File: config.mk
export PLATFORM = sky130hd
export DESIGN_NAME = angle_distance_frame_parser_flat
export DESIGN_NICKNAME = d
export VERILOG_FILES = /design/src/hdl/adfp_pkg.sv /design/src/hdl/adfp_if.sv /design/src/hdl/angle_distance_frame_parser.sv /design/src/hdl/adfp_front.sv /design/src/hdl/adfp_queue.sv /design/src/hdl/adfp_back.sv /design/src/flat_wrapper.sv
export VERILOG_INCLUDE_DIRS = /design/src /design/src/hdl
export SDC_FILE = /design/constraint.sdc
export NUM_CORES = 1
export LEC_CHECK = 0
export BUFFER_PORTS_ARGS = -buffer_cell sky130_fd_sc_hd__buf_2
export CORE_MARGIN = 2
export CORE_UTILIZATION = 45
export CTS_CLUSTER_DIAMETER = 40
export DETAILED_ROUTE_END_ITERATION = 6
export PLACE_DENSITY = 0.73
export SLEW_MARGIN = 10
export SYNTH_ARGS = -nofsm -noshare
export SYNTH_HDL_FRONTEND = slang
export SYNTH_SLANG_ARGS = --single-unit
File: constraint.sdc
create_clock -name i_clk -period 6.9 [get_ports i_clk]
set_input_delay 1.38 -clock i_clk [delete_from_list [all_inputs] [get_ports i_clk]]
set_output_delay 1.38 -clock i_clk [all_outputs]
set_load 0.01 [all_outputs]
File: src/hdl/angle_distance_frame_parser_defines.svh
// Assertion macros shared by the frame parser RTL.
// Used by the token queue and the parse engine; no other dependencies.
`ifndef ANGLE_DISTANCE_FRAME_PARSER_DEFINES_SVH
`define ANGLE_DISTANCE_FRAME_PARSER_DEFINES_SVH

// Same-cycle implication, disabled while reset is asserted
`define ADFP_ASSERT_HOLDS(label, clk, rst_n, ante, cons) \
    label: assert property (@(posedge clk) disable iff (!rst_n) (ante) |-> (cons)) \
        else $error("adfp: same-cycle check failed");

// Next-cycle implication, disabled while reset is asserted
`define ADFP_ASSERT_NEXT(label, clk, rst_n, ante, cons) \
    label: assert property (@(posedge clk) disable iff (!rst_n) (ante) |=> (cons)) \
        else $error("adfp: next-cycle check failed");

`endif

File: src/hdl/adfp_pkg.sv
// Shared types and constants for the angle/distance frame parser.
// No dependencies; every other file but the assertion macro header uses it by scoped names.
`timescale 1ns / 1ps
`default_nettype none

package adfp_pkg;

    // Widths fixed by the port fields, plus the default value width and the queue depth
    localparam int CHAR_W          = 8;
    localparam int FIELD_W         = 32;
    localparam int STATUS_W        = 2;
    localparam int CFG_IDX_W       = 2;
    localparam int VALUE_WIDTH_DEF = 32;
    localparam int QUEUE_DEPTH     = 2;

    // Configuration register indexes
    localparam logic [CFG_IDX_W-1:0] REG_BEGIN = 2'd0;
    localparam logic [CFG_IDX_W-1:0] REG_DELIM = 2'd1;
    localparam logic [CFG_IDX_W-1:0] REG_END   = 2'd2;

    // Configuration reset values
    localparam logic [CHAR_W-1:0] BEGIN_RST = 8'd35;
    localparam logic [CHAR_W-1:0] DELIM_RST = 8'd58;
    localparam logic [CHAR_W-1:0] END_RST   = 8'd10;

    // Frame status codes
    localparam logic [STATUS_W-1:0] ST_OK       = 2'd0;
    localparam logic [STATUS_W-1:0] ST_NO_DELIM = 2'd1;
    localparam logic [STATUS_W-1:0] ST_BAD      = 2'd2;

    // Framing role of a byte (begin beats end beats delimiter)
    typedef logic [1:0] t_kind;
    localparam t_kind K_DATA  = 2'd0;
    localparam t_kind K_BEGIN = 2'd1;
    localparam t_kind K_END   = 2'd2;
    localparam t_kind K_DELIM = 2'd3;

    // Character class of a byte as seen by the number reader
    typedef logic [2:0] t_cls;
    localparam t_cls C_OTHER = 3'd0;
    localparam t_cls C_SPACE = 3'd1;
    localparam t_cls C_PLUS  = 3'd2;
    localparam t_cls C_MINUS = 3'd3;
    localparam t_cls C_DIGIT = 3'd4;

    // Classified byte handed from the front end to the parse engine
    typedef struct packed {
        t_kind      kind;
        t_cls       cls;
        logic [3:0] digit;
    } t_token;

endpackage

`default_nettype wire

File: src/hdl/adfp_if.sv
// Channel interfaces of the frame parser: byte input, result output, config writes.
// Depends on adfp_pkg for field widths.
`timescale 1ns / 1ps
`default_nettype none

interface adfp_byte_if;
    logic                         valid;
    logic                         ready;
    logic [adfp_pkg::CHAR_W-1:0]  rx_byte;

    modport source (output valid, output rx_byte, input ready);
    modport sink   (input valid, input rx_byte, output ready);
endinterface

interface adfp_result_if;
    logic                          valid;
    logic                          ready;
    logic signed [adfp_pkg::FIELD_W-1:0] angle;
    logic signed [adfp_pkg::FIELD_W-1:0] distance;
    logic [adfp_pkg::STATUS_W-1:0] frame_status;

    modport source (output valid, output angle, output distance, output frame_status,
                    input ready);
    modport sink   (input valid, input angle, input distance, input frame_status,
                    output ready);
endinterface

interface adfp_cfg_if;
    logic                           valid;
    logic                           ready;
    logic [adfp_pkg::CFG_IDX_W-1:0] index;
    logic [adfp_pkg::CHAR_W-1:0]    data;

    modport source (output valid, output index, output data, input ready);
    modport sink   (input valid, input index, input data, output ready);
endinterface

`default_nettype wire

File: src/hdl/angle_distance_frame_parser.sv
// Angle/distance frame parser top level: front end, token queue, parse engine.
// A result is posted once its end byte has passed the front end register, the token queue and the result register.
// Throughput: one byte per cycle while the result output is not stalled; the parse engine state is registered.
// Reset: synchronous active low; framing chars return to '#', ':', LF, held values to 0.
// Depends on adfp_pkg, adfp_if, adfp_front, adfp_queue and adfp_back.
`timescale 1ns / 1ps
`default_nettype none

module angle_distance_frame_parser #(
    parameter int VALUE_WIDTH = adfp_pkg::VALUE_WIDTH_DEF
) (
    input  wire logic      i_clk,
    input  wire logic      i_rst_n,
    adfp_byte_if.sink      i_rx,
    adfp_cfg_if.sink       i_cfg,
    adfp_result_if.source  o_res
);

    adfp_pkg::t_token  w_front_tok, w_back_tok;
    logic              w_front_valid, w_front_ready;
    logic              w_back_valid, w_back_ready;

    // Classify bytes and hold configuration
    adfp_front u_front (
        .i_clk       (i_clk),
        .i_rst_n     (i_rst_n),
        .i_rx        (i_rx),
        .i_cfg       (i_cfg),
        .o_tok       (w_front_tok),
        .o_tok_valid (w_front_valid),
        .i_tok_ready (w_front_ready)
    );

    // Decouple the two halves
    adfp_queue u_queue (
        .i_clk        (i_clk),
        .i_rst_n      (i_rst_n),
        .i_push_valid (w_front_valid),
        .o_push_ready (w_front_ready),
        .i_push_tok   (w_front_tok),
        .o_pop_valid  (w_back_valid),
        .i_pop_ready  (w_back_ready),
        .o_pop_tok    (w_back_tok)
    );

    // Parse and post results
    adfp_back #(
        .VALUE_WIDTH (VALUE_WIDTH)
    ) u_back (
        .i_clk       (i_clk),
        .i_rst_n     (i_rst_n),
        .i_tok       (w_back_tok),
        .i_tok_valid (w_back_valid),
        .o_tok_ready (w_back_ready),
        .o_res       (o_res)
    );

endmodule

`default_nettype wire

File: src/hdl/adfp_front.sv
// Front end: holds the framing characters and classifies each received byte
// into a token. Depends on adfp_pkg and adfp_if.
`timescale 1ns / 1ps
`default_nettype none

module adfp_front (
    input  wire logic             i_clk,
    input  wire logic             i_rst_n,
    adfp_byte_if.sink             i_rx,
    adfp_cfg_if.sink              i_cfg,
    output adfp_pkg::t_token      o_tok,
    output logic                  o_tok_valid,
    input  wire logic             i_tok_ready
);

    logic [adfp_pkg::CHAR_W-1:0] r_begin, r_delim, r_end;
    logic                        r_valid, n_valid;
    adfp_pkg::t_token            r_tok, n_tok;
    logic                        w_rx_fire;
    logic                        w_digit, w_space;

    // Config writes are always taken
    assign i_cfg.ready = 1'b1;

    always_ff @(posedge i_clk) begin
        if (!i_rst_n) begin
            r_begin <= adfp_pkg::BEGIN_RST;
            r_delim <= adfp_pkg::DELIM_RST;
            r_end   <= adfp_pkg::END_RST;
        end else if (i_cfg.valid) begin
            case (i_cfg.index)
                adfp_pkg::REG_BEGIN: begin
                    r_begin <= i_cfg.data;
                end
                adfp_pkg::REG_DELIM: begin
                    r_delim <= i_cfg.data;
                end
                adfp_pkg::REG_END: begin
                    r_end <= i_cfg.data;
                end
                default: begin
                end
            endcase
        end
    end

    // Output stage frees up when the queue takes the held token
    assign i_rx.ready = !r_valid || i_tok_ready;
    assign w_rx_fire  = i_rx.valid && i_rx.ready;

    // Byte classification
    assign w_digit = (i_rx.rx_byte >= 8'h30) && (i_rx.rx_byte <= 8'h39);
    assign w_space = (i_rx.rx_byte == 8'h20) ||
                     ((i_rx.rx_byte >= 8'h09) && (i_rx.rx_byte <= 8'h0D));

    always_comb begin
        n_valid = r_valid && !i_tok_ready;
        n_tok   = r_tok;
        if (w_rx_fire) begin
            n_valid = 1'b1;
            // framing role, begin first, then end, then delimiter
            if (i_rx.rx_byte == r_begin) begin
                n_tok.kind = adfp_pkg::K_BEGIN;
            end else if (i_rx.rx_byte == r_end) begin
                n_tok.kind = adfp_pkg::K_END;
            end else if (i_rx.rx_byte == r_delim) begin
                n_tok.kind = adfp_pkg::K_DELIM;
            end else begin
                n_tok.kind = adfp_pkg::K_DATA;
            end
            // class for the number reader
            if (w_digit) begin
                n_tok.cls = adfp_pkg::C_DIGIT;
            end else if (w_space) begin
                n_tok.cls = adfp_pkg::C_SPACE;
            end else if (i_rx.rx_byte == 8'h2B) begin
                n_tok.cls = adfp_pkg::C_PLUS;
            end else if (i_rx.rx_byte == 8'h2D) begin
                n_tok.cls = adfp_pkg::C_MINUS;
            end else begin
                n_tok.cls = adfp_pkg::C_OTHER;
            end
            n_tok.digit = i_rx.rx_byte[3:0];
        end
    end

    always_ff @(posedge i_clk) begin
        if (!i_rst_n) begin
            r_valid <= 1'b0;
        end else begin
            r_valid <= n_valid;
        end
        r_tok <= n_tok;
    end

    assign o_tok       = r_tok;
    assign o_tok_valid = r_valid;

endmodule

`default_nettype wire

File: src/hdl/adfp_queue.sv
// Short token queue between the front end and the parse engine.
// Depends on adfp_pkg and the assertion macro header.
`timescale 1ns / 1ps
`default_nettype none
`include "angle_distance_frame_parser_defines.svh"

module adfp_queue (
    input  wire logic              i_clk,
    input  wire logic              i_rst_n,
    input  wire logic              i_push_valid,
    output logic                   o_push_ready,
    input  wire adfp_pkg::t_token  i_push_tok,
    output logic                   o_pop_valid,
    input  wire logic              i_pop_ready,
    output adfp_pkg::t_token       o_pop_tok
);

    localparam int DEPTH = adfp_pkg::QUEUE_DEPTH;
    localparam int PTR_W = (DEPTH > 1) ? $clog2(DEPTH) : 1;
    localparam int CNT_W = $clog2(DEPTH + 1);

    adfp_pkg::t_token   r_mem [DEPTH];
    logic [PTR_W-1:0]   r_wr, n_wr, r_rd, n_rd;
    logic [CNT_W-1:0]   r_count, n_count;
    logic               w_push, w_pop;

    assign o_push_ready = (r_count != CNT_W'(DEPTH));
    assign o_pop_valid  = (r_count != '0);
    assign o_pop_tok    = r_mem[r_rd];
    assign w_push       = i_push_valid && o_push_ready;
    assign w_pop        = o_pop_valid && i_pop_ready;

    // Pointer and fill count update
    always_comb begin
        n_wr    = r_wr;
        n_rd    = r_rd;
        n_count = r_count;
        if (w_push) begin
            n_wr = (r_wr == PTR_W'(DEPTH - 1)) ? '0 : r_wr + 1'b1;
        end
        if (w_pop) begin
            n_rd = (r_rd == PTR_W'(DEPTH - 1)) ? '0 : r_rd + 1'b1;
        end
        if (w_push && !w_pop) begin
            n_count = r_count + 1'b1;
        end else if (w_pop && !w_push) begin
            n_count = r_count - 1'b1;
        end
    end

    always_ff @(posedge i_clk) begin
        if (!i_rst_n) begin
            r_wr    <= '0;
            r_rd    <= '0;
            r_count <= '0;
        end else begin
            r_wr    <= n_wr;
            r_rd    <= n_rd;
            r_count <= n_count;
        end
        if (w_push) begin
            r_mem[r_wr] <= i_push_tok;
        end
    end

    `ADFP_ASSERT_HOLDS(a_count_bound, i_clk, i_rst_n, 1'b1, r_count <= CNT_W'(DEPTH))
    `ADFP_ASSERT_NEXT(a_count_up, i_clk, i_rst_n, w_push && !w_pop, r_count == $past(r_count) + 1'b1)
    `ADFP_ASSERT_NEXT(a_count_down, i_clk, i_rst_n, w_pop && !w_push, r_count == $past(r_count) - 1'b1)

endmodule

`default_nettype wire

File: src/hdl/adfp_back.sv
// Parse engine: frame tracking, number reading, held values and result register.
// Depends on adfp_pkg, adfp_if and the assertion macro header.
`timescale 1ns / 1ps
`default_nettype none
`include "angle_distance_frame_parser_defines.svh"

module adfp_back #(
    parameter int VALUE_WIDTH = adfp_pkg::VALUE_WIDTH_DEF
) (
    input  wire logic              i_clk,
    input  wire logic              i_rst_n,
    input  wire adfp_pkg::t_token  i_tok,
    input  wire logic              i_tok_valid,
    output logic                   o_tok_ready,
    adfp_result_if.source          o_res
);

    localparam int MW = VALUE_WIDTH;
    localparam int NW = VALUE_WIDTH + 4;

    // Number reader phases
    localparam logic [1:0] PH_SKIP   = 2'd0;
    localparam logic [1:0] PH_SIGN   = 2'd1;
    localparam logic [1:0] PH_DIGITS = 2'd2;
    localparam logic [1:0] PH_STOP   = 2'd3;

    logic                               r_in_frame, n_in_frame;
    logic                               r_delim_seen, n_delim_seen;
    logic [1:0]                         r_phase, n_phase;
    logic                               r_neg, n_neg;
    logic                               r_ovf, n_ovf;
    logic [MW-1:0]                      r_mag, n_mag;
    logic                               r_first_ok, n_first_ok;
    logic [MW-1:0]                      r_first_val, n_first_val;
    logic [MW-1:0]                      r_held_a, n_held_a;
    logic [MW-1:0]                      r_held_d, n_held_d;
    logic                               r_out_valid, n_out_valid;
    logic [adfp_pkg::FIELD_W-1:0]       r_out_a, n_out_a;
    logic [adfp_pkg::FIELD_W-1:0]       r_out_d, n_out_d;
    logic [adfp_pkg::STATUS_W-1:0]      r_out_st, n_out_st;

    logic                               w_take;
    logic                               w_num_valid;
    logic [MW-1:0]                      w_num_value;
    logic [NW-1:0]                      w_limit;
    logic [NW-1:0]                      w_next;
    logic                               w_is_digit;
    logic                               do_take;

    // A token is consumed whenever the result register can take a new result
    assign o_tok_ready = !r_out_valid || o_res.ready;
    assign w_take      = i_tok_valid && o_tok_ready;

    // Current number: validity, signed value, next magnitude and its limit
    assign w_num_valid = r_phase[1] && !r_ovf;
    assign w_num_value = r_neg ? (~r_mag + 1'b1) : r_mag;
    assign w_limit     = (NW'(1) << (MW - 1)) - NW'(!r_neg);
    assign w_next      = (NW'(r_mag) * NW'(10)) + NW'(i_tok.digit);
    assign w_is_digit  = (i_tok.cls == adfp_pkg::C_DIGIT);

    always_comb begin
        n_in_frame   = r_in_frame;
        n_delim_seen = r_delim_seen;
        n_phase      = r_phase;
        n_neg        = r_neg;
        n_ovf        = r_ovf;
        n_mag        = r_mag;
        n_first_ok   = r_first_ok;
        n_first_val  = r_first_val;
        n_held_a     = r_held_a;
        n_held_d     = r_held_d;
        n_out_valid  = r_out_valid && !o_res.ready;
        n_out_a      = r_out_a;
        n_out_d      = r_out_d;
        n_out_st     = r_out_st;
        do_take      = 1'b0;

        if (w_take) begin
            if (i_tok.kind == adfp_pkg::K_BEGIN) begin
                // open a frame; inside a frame the begin byte is skipped
                if (!r_in_frame) begin
                    n_in_frame   = 1'b1;
                    n_delim_seen = 1'b0;
                    n_first_ok   = 1'b0;
                    n_first_val  = '0;
                    n_phase      = PH_SKIP;
                    n_neg        = 1'b0;
                    n_ovf        = 1'b0;
                    n_mag        = '0;
                end
            end else if (!r_in_frame) begin
                // outside a frame: ignored
            end else if (i_tok.kind == adfp_pkg::K_END) begin
                // close the frame and post a result
                if (!r_delim_seen) begin
                    n_out_st = adfp_pkg::ST_NO_DELIM;
                end else if (r_first_ok && w_num_valid) begin
                    n_held_a = r_first_val;
                    n_held_d = w_num_value;
                    n_out_st = adfp_pkg::ST_OK;
                end else begin
                    n_out_st = adfp_pkg::ST_BAD;
                end
                n_out_valid  = 1'b1;
                n_out_a      = adfp_pkg::FIELD_W'(signed'(n_held_a));
                n_out_d      = adfp_pkg::FIELD_W'(signed'(n_held_d));
                n_in_frame   = 1'b0;
                n_delim_seen = 1'b0;
                n_first_ok   = 1'b0;
                n_first_val  = '0;
                n_phase      = PH_SKIP;
                n_neg        = 1'b0;
                n_ovf        = 1'b0;
                n_mag        = '0;
            end else if ((i_tok.kind == adfp_pkg::K_DELIM) && !r_delim_seen) begin
                // first delimiter: latch the angle outcome, restart the reader
                n_first_ok   = w_num_valid;
                n_first_val  = w_num_valid ? w_num_value : '0;
                n_delim_seen = 1'b1;
                n_phase      = PH_SKIP;
                n_neg        = 1'b0;
                n_ovf        = 1'b0;
                n_mag        = '0;
            end else begin
                // ordinary byte into the number reader
                case (r_phase)
                    PH_SKIP: begin
                        if (i_tok.cls == adfp_pkg::C_SPACE) begin
                            // leading whitespace
                        end else if ((i_tok.cls == adfp_pkg::C_PLUS) ||
                                     (i_tok.cls == adfp_pkg::C_MINUS)) begin
                            n_neg   = (i_tok.cls == adfp_pkg::C_MINUS);
                            n_phase = PH_SIGN;
                        end else if (w_is_digit) begin
                            do_take = 1'b1;
                        end else begin
                            n_ovf   = 1'b1;
                            n_phase = PH_STOP;
                        end
                    end
                    PH_SIGN: begin
                        if (w_is_digit) begin
                            do_take = 1'b1;
                        end else begin
                            n_ovf   = 1'b1;
                            n_phase = PH_STOP;
                        end
                    end
                    PH_DIGITS: begin
                        if (w_is_digit) begin
                            do_take = 1'b1;
                        end else begin
                            n_phase = PH_STOP;
                        end
                    end
                    default: begin
                    end
                endcase
                // accumulate one digit, flag overflow past the signed limit
                if (do_take) begin
                    if (r_ovf || (w_next > w_limit)) begin
                        n_ovf = 1'b1;
                    end else begin
                        n_mag = w_next[MW-1:0];
                    end
                    n_phase = PH_DIGITS;
                end
            end
        end
    end

    always_ff @(posedge i_clk) begin
        if (!i_rst_n) begin
            r_in_frame   <= 1'b0;
            r_delim_seen <= 1'b0;
            r_phase      <= PH_SKIP;
            r_neg        <= 1'b0;
            r_ovf        <= 1'b0;
            r_mag        <= '0;
            r_first_ok   <= 1'b0;
            r_first_val  <= '0;
            r_held_a     <= '0;
            r_held_d     <= '0;
            r_out_valid  <= 1'b0;
        end else begin
            r_in_frame   <= n_in_frame;
            r_delim_seen <= n_delim_seen;
            r_phase      <= n_phase;
            r_neg        <= n_neg;
            r_ovf        <= n_ovf;
            r_mag        <= n_mag;
            r_first_ok   <= n_first_ok;
            r_first_val  <= n_first_val;
            r_held_a     <= n_held_a;
            r_held_d     <= n_held_d;
            r_out_valid  <= n_out_valid;
        end
        r_out_a  <= n_out_a;
        r_out_d  <= n_out_d;
        r_out_st <= n_out_st;
    end

    assign o_res.valid        = r_out_valid;
    assign o_res.angle        = r_out_a;
    assign o_res.distance     = r_out_d;
    assign o_res.frame_status = r_out_st;

    `ADFP_ASSERT_HOLDS(a_ok_shows_held, i_clk, i_rst_n, r_out_valid && (r_out_st == adfp_pkg::ST_OK), (r_out_a == adfp_pkg::FIELD_W'(signed'(r_held_a))) && (r_out_d == adfp_pkg::FIELD_W'(signed'(r_held_d))))
    `ADFP_ASSERT_HOLDS(a_skip_clean, i_clk, i_rst_n, r_phase == PH_SKIP, (r_mag == '0) && !r_ovf && !r_neg)
    `ADFP_ASSERT_HOLDS(a_delim_in_frame, i_clk, i_rst_n, r_delim_seen, r_in_frame)

endmodule

`default_nettype wire
File: src/flat_wrapper.sv
// flat-port wrapper written by rule: the top's interface ports become plain ports
module angle_distance_frame_parser_flat 
#(
    parameter int VALUE_WIDTH = adfp_pkg::VALUE_WIDTH_DEF
)
  (i_clk, i_rst_n, i_rx_valid, i_rx_rx_byte, i_rx_ready, i_cfg_valid, i_cfg_index, i_cfg_data, i_cfg_ready, o_res_valid, o_res_angle, o_res_distance, o_res_frame_status, o_res_ready);
  adfp_byte_if i_rx_i ();
  adfp_cfg_if i_cfg_i ();
  adfp_result_if o_res_i ();
  input  wire logic i_clk;
  input  wire logic i_rst_n;
  input wire logic [$bits(i_rx_i.valid)-1:0] i_rx_valid;
  input wire logic [$bits(i_rx_i.rx_byte)-1:0] i_rx_rx_byte;
  output wire logic [$bits(i_rx_i.ready)-1:0] i_rx_ready;
  input wire logic [$bits(i_cfg_i.valid)-1:0] i_cfg_valid;
  input wire logic [$bits(i_cfg_i.index)-1:0] i_cfg_index;
  input wire logic [$bits(i_cfg_i.data)-1:0] i_cfg_data;
  output wire logic [$bits(i_cfg_i.ready)-1:0] i_cfg_ready;
  output wire logic [$bits(o_res_i.valid)-1:0] o_res_valid;
  output wire logic [$bits(o_res_i.angle)-1:0] o_res_angle;
  output wire logic [$bits(o_res_i.distance)-1:0] o_res_distance;
  output wire logic [$bits(o_res_i.frame_status)-1:0] o_res_frame_status;
  input wire logic [$bits(o_res_i.ready)-1:0] o_res_ready;
  assign i_rx_i.valid = i_rx_valid;
  assign i_rx_i.rx_byte = i_rx_rx_byte;
  assign i_rx_ready = i_rx_i.ready;
  assign i_cfg_i.valid = i_cfg_valid;
  assign i_cfg_i.index = i_cfg_index;
  assign i_cfg_i.data = i_cfg_data;
  assign i_cfg_ready = i_cfg_i.ready;
  assign o_res_valid = o_res_i.valid;
  assign o_res_angle = o_res_i.angle;
  assign o_res_distance = o_res_i.distance;
  assign o_res_frame_status = o_res_i.frame_status;
  assign o_res_i.ready = o_res_ready;
  angle_distance_frame_parser #(.VALUE_WIDTH(VALUE_WIDTH)) u_core (.i_clk(i_clk), .i_rst_n(i_rst_n), .i_rx(i_rx_i), .i_cfg(i_cfg_i), .o_res(o_res_i));
endmodule
# After elaboration in Yosys (flattened, before gate mapping)
# Memories as Yosys holds them, arrays and structs flattened. A register that Yosys moved wholly into a read port is not among the register bits.
# Cells that the tools add are included.
# totals
output_inout_bits	69
wordCells	194
memories	1
ram_bits	18
regBits	240
in_bits	23
# classes
eq_ne	22
mul	1
reduce_logical	47
n_bitwise	2
order_cmp	5
muxes	84
add_sub_neg	7
# memory_table
memory	words	width	read_ports	rd_clocked_by_memory_dff	write_ports	line_no	rtl
u_core.u_queue.r_mem	2	9	1	1	1	adfp_queue.sv:22	adfp_pkg::t_token r_mem [DEPTH];
# op_table
cell	n
$mux 32	17
$mux 1	48
$add 36x4->36	1
$gt 36x36->1	1
$mul 32x3->35 const B	1
$sub 32x1->33 const A	1
$add 32x1->32 const B	1
$mux 2	16
$not 32->32	1
$eq 8x6->1 const B	3
$eq 8x8->1	3
$logic_and 1x1->1	12
$reduce_bool 4->1	3
$reduce_and 5->1	2
$logic_not 1->1	9
$eq 2x2->1 const B	4
$ge 8x4->1 const B	1
$ge 8x6->1 const B	1
$le 8x4->1 const B	1
$le 8x6->1 const B	1
$ne 4x4->1 const B	2
$reduce_and 4->1	2
$eq 2x1->1 const B	3
$eq 3x2->1 const B	2
other kinds (19)	32

# Depth between registers and ports, before layout
# logic_depth
word_depth	15
ltp_mapped	26

# Cells and area by module
# Synthesis repeated with hierarchy kept, for this count alone.
# hier_totals
cells_unflattened	1590
area_unflattened_um2	14974.4
# modules_own_cells
module	instances	cells_per_inst	area_per_inst_um2	seq_area_each_um2
adfp_back	1	1374	12455.7	4704.5
adfp_front	1	164	1629.1	770.7
adfp_queue	1	52	889.6	640.6

# Worst setup path after synthesis
# OpenSTA, ideal clock, no wires.
# synth_timing
kind	register to register
start	register u_core.u_back.r_mag[1]
end	register u_core.u_back.r_mag[30]
arrival_time_ns	5.905
setup_time_ns	0.116
path_stages_with_launch	26
setup_slack_ns	0.879
path_cell_list	dfxtp_1 ha_1 ha_1 fa_1 a21oi_1 o211a_4 o31a_1 xnor2_2 and3_2 nand4b_4 buf_6 or3_1 nor4_1 xnor2_1 ha_1 a21o_1 a21o_1 a21oi_1 o211ai_1 a21oi_1 a21oi_1 a211o_1 a2111o_2 clkbuf_1 a31o_1 a31o_2
# synth_via
elab_chain_len	8
# synth_rtl
item	line_no	rtl
from (decl)	adfp_back.sv:32	logic [MW-1:0] r_mag, n_mag;
from (signal assigned)	adfp_back.sv:191	r_mag <= n_mag;
$mul 32x3->35 (*)	adfp_back.sv:58	assign w_next = (NW'(r_mag) * NW'(10)) + NW'(i_tok.digit);
$add 36x4->36 (*)	adfp_back.sv:58	
branches (longest 6 deep; another with $gt 36x36->1)	n/a	
# Mark *: on every way between the ends. The select of a mux whose other input is x is not followed.
# A chain may end at the register's enable or synchronous reset.

# Worst setup path after layout
# layout_timing
start	register u_core.u_back.r_mag[2]
end	register u_core.u_back.r_mag[21]
# The elaborated chain is that of the path after synthesis.

==> metrics.cfg <==
[logic_synthesis]
synth_top_area_share_pct=21.8
ys_warn_count=0
synth.largest_area_cell=dfxtp_1
synthesis.nets=1826
ys_seq_area_share_pct=40.1
synth_cell_types=91
async_reset_ff_share_pct=0
yosys-top-cells-area=dfxtp_1 (22%), edfxtp_1 (18%), ha_1 (8.7%)
syn_inst=1695
ys_seq_elements=259
synth-edff-count=93
ys.flop_type=dfxtp_1
syn_area_sq_um=15200
avgSynthCellArea_sq_um=8.99
synth.most_common_cell=nand2_1
synth_common_cells=nand2_1 (244), nor2_1 (180), dfxtp_1 (166), ha_1 (106), o21ai_0 (96)

[clocking]
cts_buffer_depth=3
clockRootBuffer=clkbuf_16
numCtsBuffers=34
insertion_delay_ns=0.52
h-tree-depth=2
path_clk_slew_ns=0.06
cts_tree=yes
clock_sinks=259

[finish]
areaGrowthSynthToFinish_pct=12.4
final_area_sq_um=17100
drive_above_1_share_pct=15.1
finalNetCount=1874
layout.cells.non_filler=2217
diodes=0
final_core_util_pct=51.2

[timing]
fin_skew_ns=0.0370
fin_ws_ns=0.383
final_max_slew_viol_count=0
slew_headroom_pct=17.8
tns_ns=0
setup_viol=0
tightest_slew_ns=1.23
fmax_ghz=0.153
rsz0062_at_grt=no
worst_hold_slack_ns=0.445
fin_crit_sh_pct=94.4
min_period_ns=6.52
hold_violations=0

[placement]
place_area_sq_um=16000
gp_congestion=0.932
place_hpwl_microns=26100
dpl_worst_slack_ns=0.289
dp_cells=2154
io_buffers=90

[power]
p_clk_share_pct=42.6
cellPowerDensity_nw_per_um2=236
comb_power_share_pct=16.0
p_seq_share_pct=41.4
p_leak_nw=6.99
power_mw=4.04
ir_worst_vdd_v=0.000142
p_sw_mw=1.17
power.internal_mw=2.87
swShare_pct=29.0

[setup_path]
max_stage_delay_ns=0.57
path_cells=ha_1 > ha_1 > a21o_1 > nand4_1 > nand2_2 > a311oi_1 > and4_1 > nand4_1 > or3_1 > nor4_1 > xnor2_1 > ha_1 > a21o_1 > a21o_1 > a21oi_1 > o211ai_1 > a21oi_1 > a21oi_1 > a211o_1 > a2111o_2 > buf_4 > a31o_2 > a31o_1
cp_max_fo=32
crit_path_start_kind=flop
crit_slowest_cell=a311oi_1
path_class=flop to flop
worstPathArrival_ns=6.92
worstSetupEndpointType=flop
critPathRequiredTime_ns=7.30

[outcome]
status=complete, but fails checks
failed_checks=design-rule violations

[global_routing]
antenna_found_initial=0
first_global_vias=11801
overflow=0
grt_pass1_wl_microns=59600
track_usage_pct=20.2
grt_max_degree=96

[detailed_routing]
wl_microns=36500
route.detailed.drc=4
vias_per_cell=5.66
drt_iter0_drc=1095
drt.antenna.violating_nets=0
firstDrtPassIters=7
dr_total_vias=12553
route.detailed.wl_per_inst_microns=16.5

[floorplan]
fp.dieH_microns=188
core_area_sq_um=33400
chipWidth_microns=188
dieArea_sq_um=35300
row_count=67
start_util_pct=45.6
io_pins=92

[worst_hold_path]
min_path_type=flop to flop

[flow_run]
max_cap_viol_count=0

-- final timing paths --
kind                                                       startpoint                              endpoint  slack, ns  cells after the start
worst max-delay path              u_core.u_back.r_mag[2]$_SDFFE_PN0P_  u_core.u_back.r_mag[21]$_SDFFE_PN0P_       0.38                     23
worst min-delay path            u_core.u_front.o_tok[4]$_SDFFCE_PP0P_  u_core.u_queue.r_mem[1][4]$_DFFE_PP_       0.45                      0
worst max register to register    u_core.u_back.r_mag[2]$_SDFFE_PN0P_  u_core.u_back.r_mag[21]$_SDFFE_PN0P_       0.38                     23
worst min register to register  u_core.u_front.o_tok[4]$_SDFFCE_PP0P_  u_core.u_queue.r_mem[1][4]$_DFFE_PP_       0.45                      0
-- per-layer routing --
metal / part of all wire [%] / routed length, microns / global-route usage, % / vias to the layer above
li1: - / - / - / 6121
met4: 2.6 / 940 / 6.15 / 0
met1: 46 / 16800 / 27.8 / 5934
met2: 46 / 16700 / 33.1 / 418
met5: 0 / 0 / 0 / -
met3: 5.8 / 2120 / 2.60 / 80
-- cells in the final DEF (no fill, tap or decap), drive strengths merged, types with 5 or more instances in the layout --
cell,n
clkbuf,37
mux2,41
nor3,39
and2,39
nor2,180
dfxtp,166
nand4,25
xnor2,37
and4,8
or3,9
o41ai,5
nand2,245
a21oi,80
edfxtp,93
o21ai,126
o21a,9
mux2i,29
xor2,69
a31o,13
nand2b,9
or2,5
a22oi,8
clkinv,13
nor3b,19
a31oi,29
inv,34
buf,112
nor2b,30
and3,10
o31ai,7
nand3,23
a21o,19
o211ai,6
a21boi,5
ha,106
nor4,18
-- power groups by stage --
| stage | registers (mW) | clock network, mW | logic (mW) |
|---|---|---|---|
| after floorplan | 1.71 | 0 | 0.462 |
| after global placement | 1.70 | 0 | 0.618 |
| after detailed placement | 1.71 | 0 | 0.632 |
| after CTS | 1.67 | 1.74 | 0.637 |
| after global routing | 1.68 | 1.80 | 0.701 |
| final | 1.67 | 1.72 | 0.645 |
-- cell families after synthesis --
logic type	after synthesis	share of synthesized area, %
AOI/OAI and AO/OA	346	14.7
xor gates and xnor gates	106	6.19
adders and majority gates	109	9.03
buffers and inverters	128	3.55
DFF	259	40.1
muxes	70	4.94
other	1	0.0246
and+or+nand+nor	676	21.5
-- sequential cells by signal (all words and copies together), names as in the netlist, 9 cells and up, named ones only --
| name | count |
|---|---|
| u_core.u_back.o_res.distance | 32 |
| u_core.u_back.r_held_d | 32 |
| u_core.u_queue.r_mem | 18 |
| u_core.u_back.o_res.angle | 32 |
| u_core.u_back.r_held_a | 32 |
| u_core.u_back.r_first_val | 32 |
| u_core.u_front.o_tok | 9 |
| u_core.u_back.r_mag | 32 |
-- repair_timing --
item | in CTS | in global routing
buffers inserted | 0 | 1
setup endpoints to repair | 0 | 31
endpoints found under the hold margin | 0 | 0
resized for setup | 0 | 2
hold buffers | 0 | 0
-- final cells by class --
cell class | count | area, sq um
Clock buffer | 37 | 862
Inverter | 28 | 108
Clock inverter | 25 | 248
Timing Repair Buffer | 112 | 616
Fill cell | 2985 | 16300
Tap cell | 448 | 561
Sequential cell | 259 | 6120
Multi-Input combinational cell | 1308 | 8610
-- critical path, delay by kind of cell (launching register included) --
family                     cells  cell delay (ns)
buffers and inverters          1             0.26
AOI/OAI and AO/OA             12             2.76
DFF                            1             0.50
and+or+nand+nor                6             1.68
xor gates and xnor gates       1             0.23
adders and majority gates      3             0.95
Power figures use the tool's default switching activity.
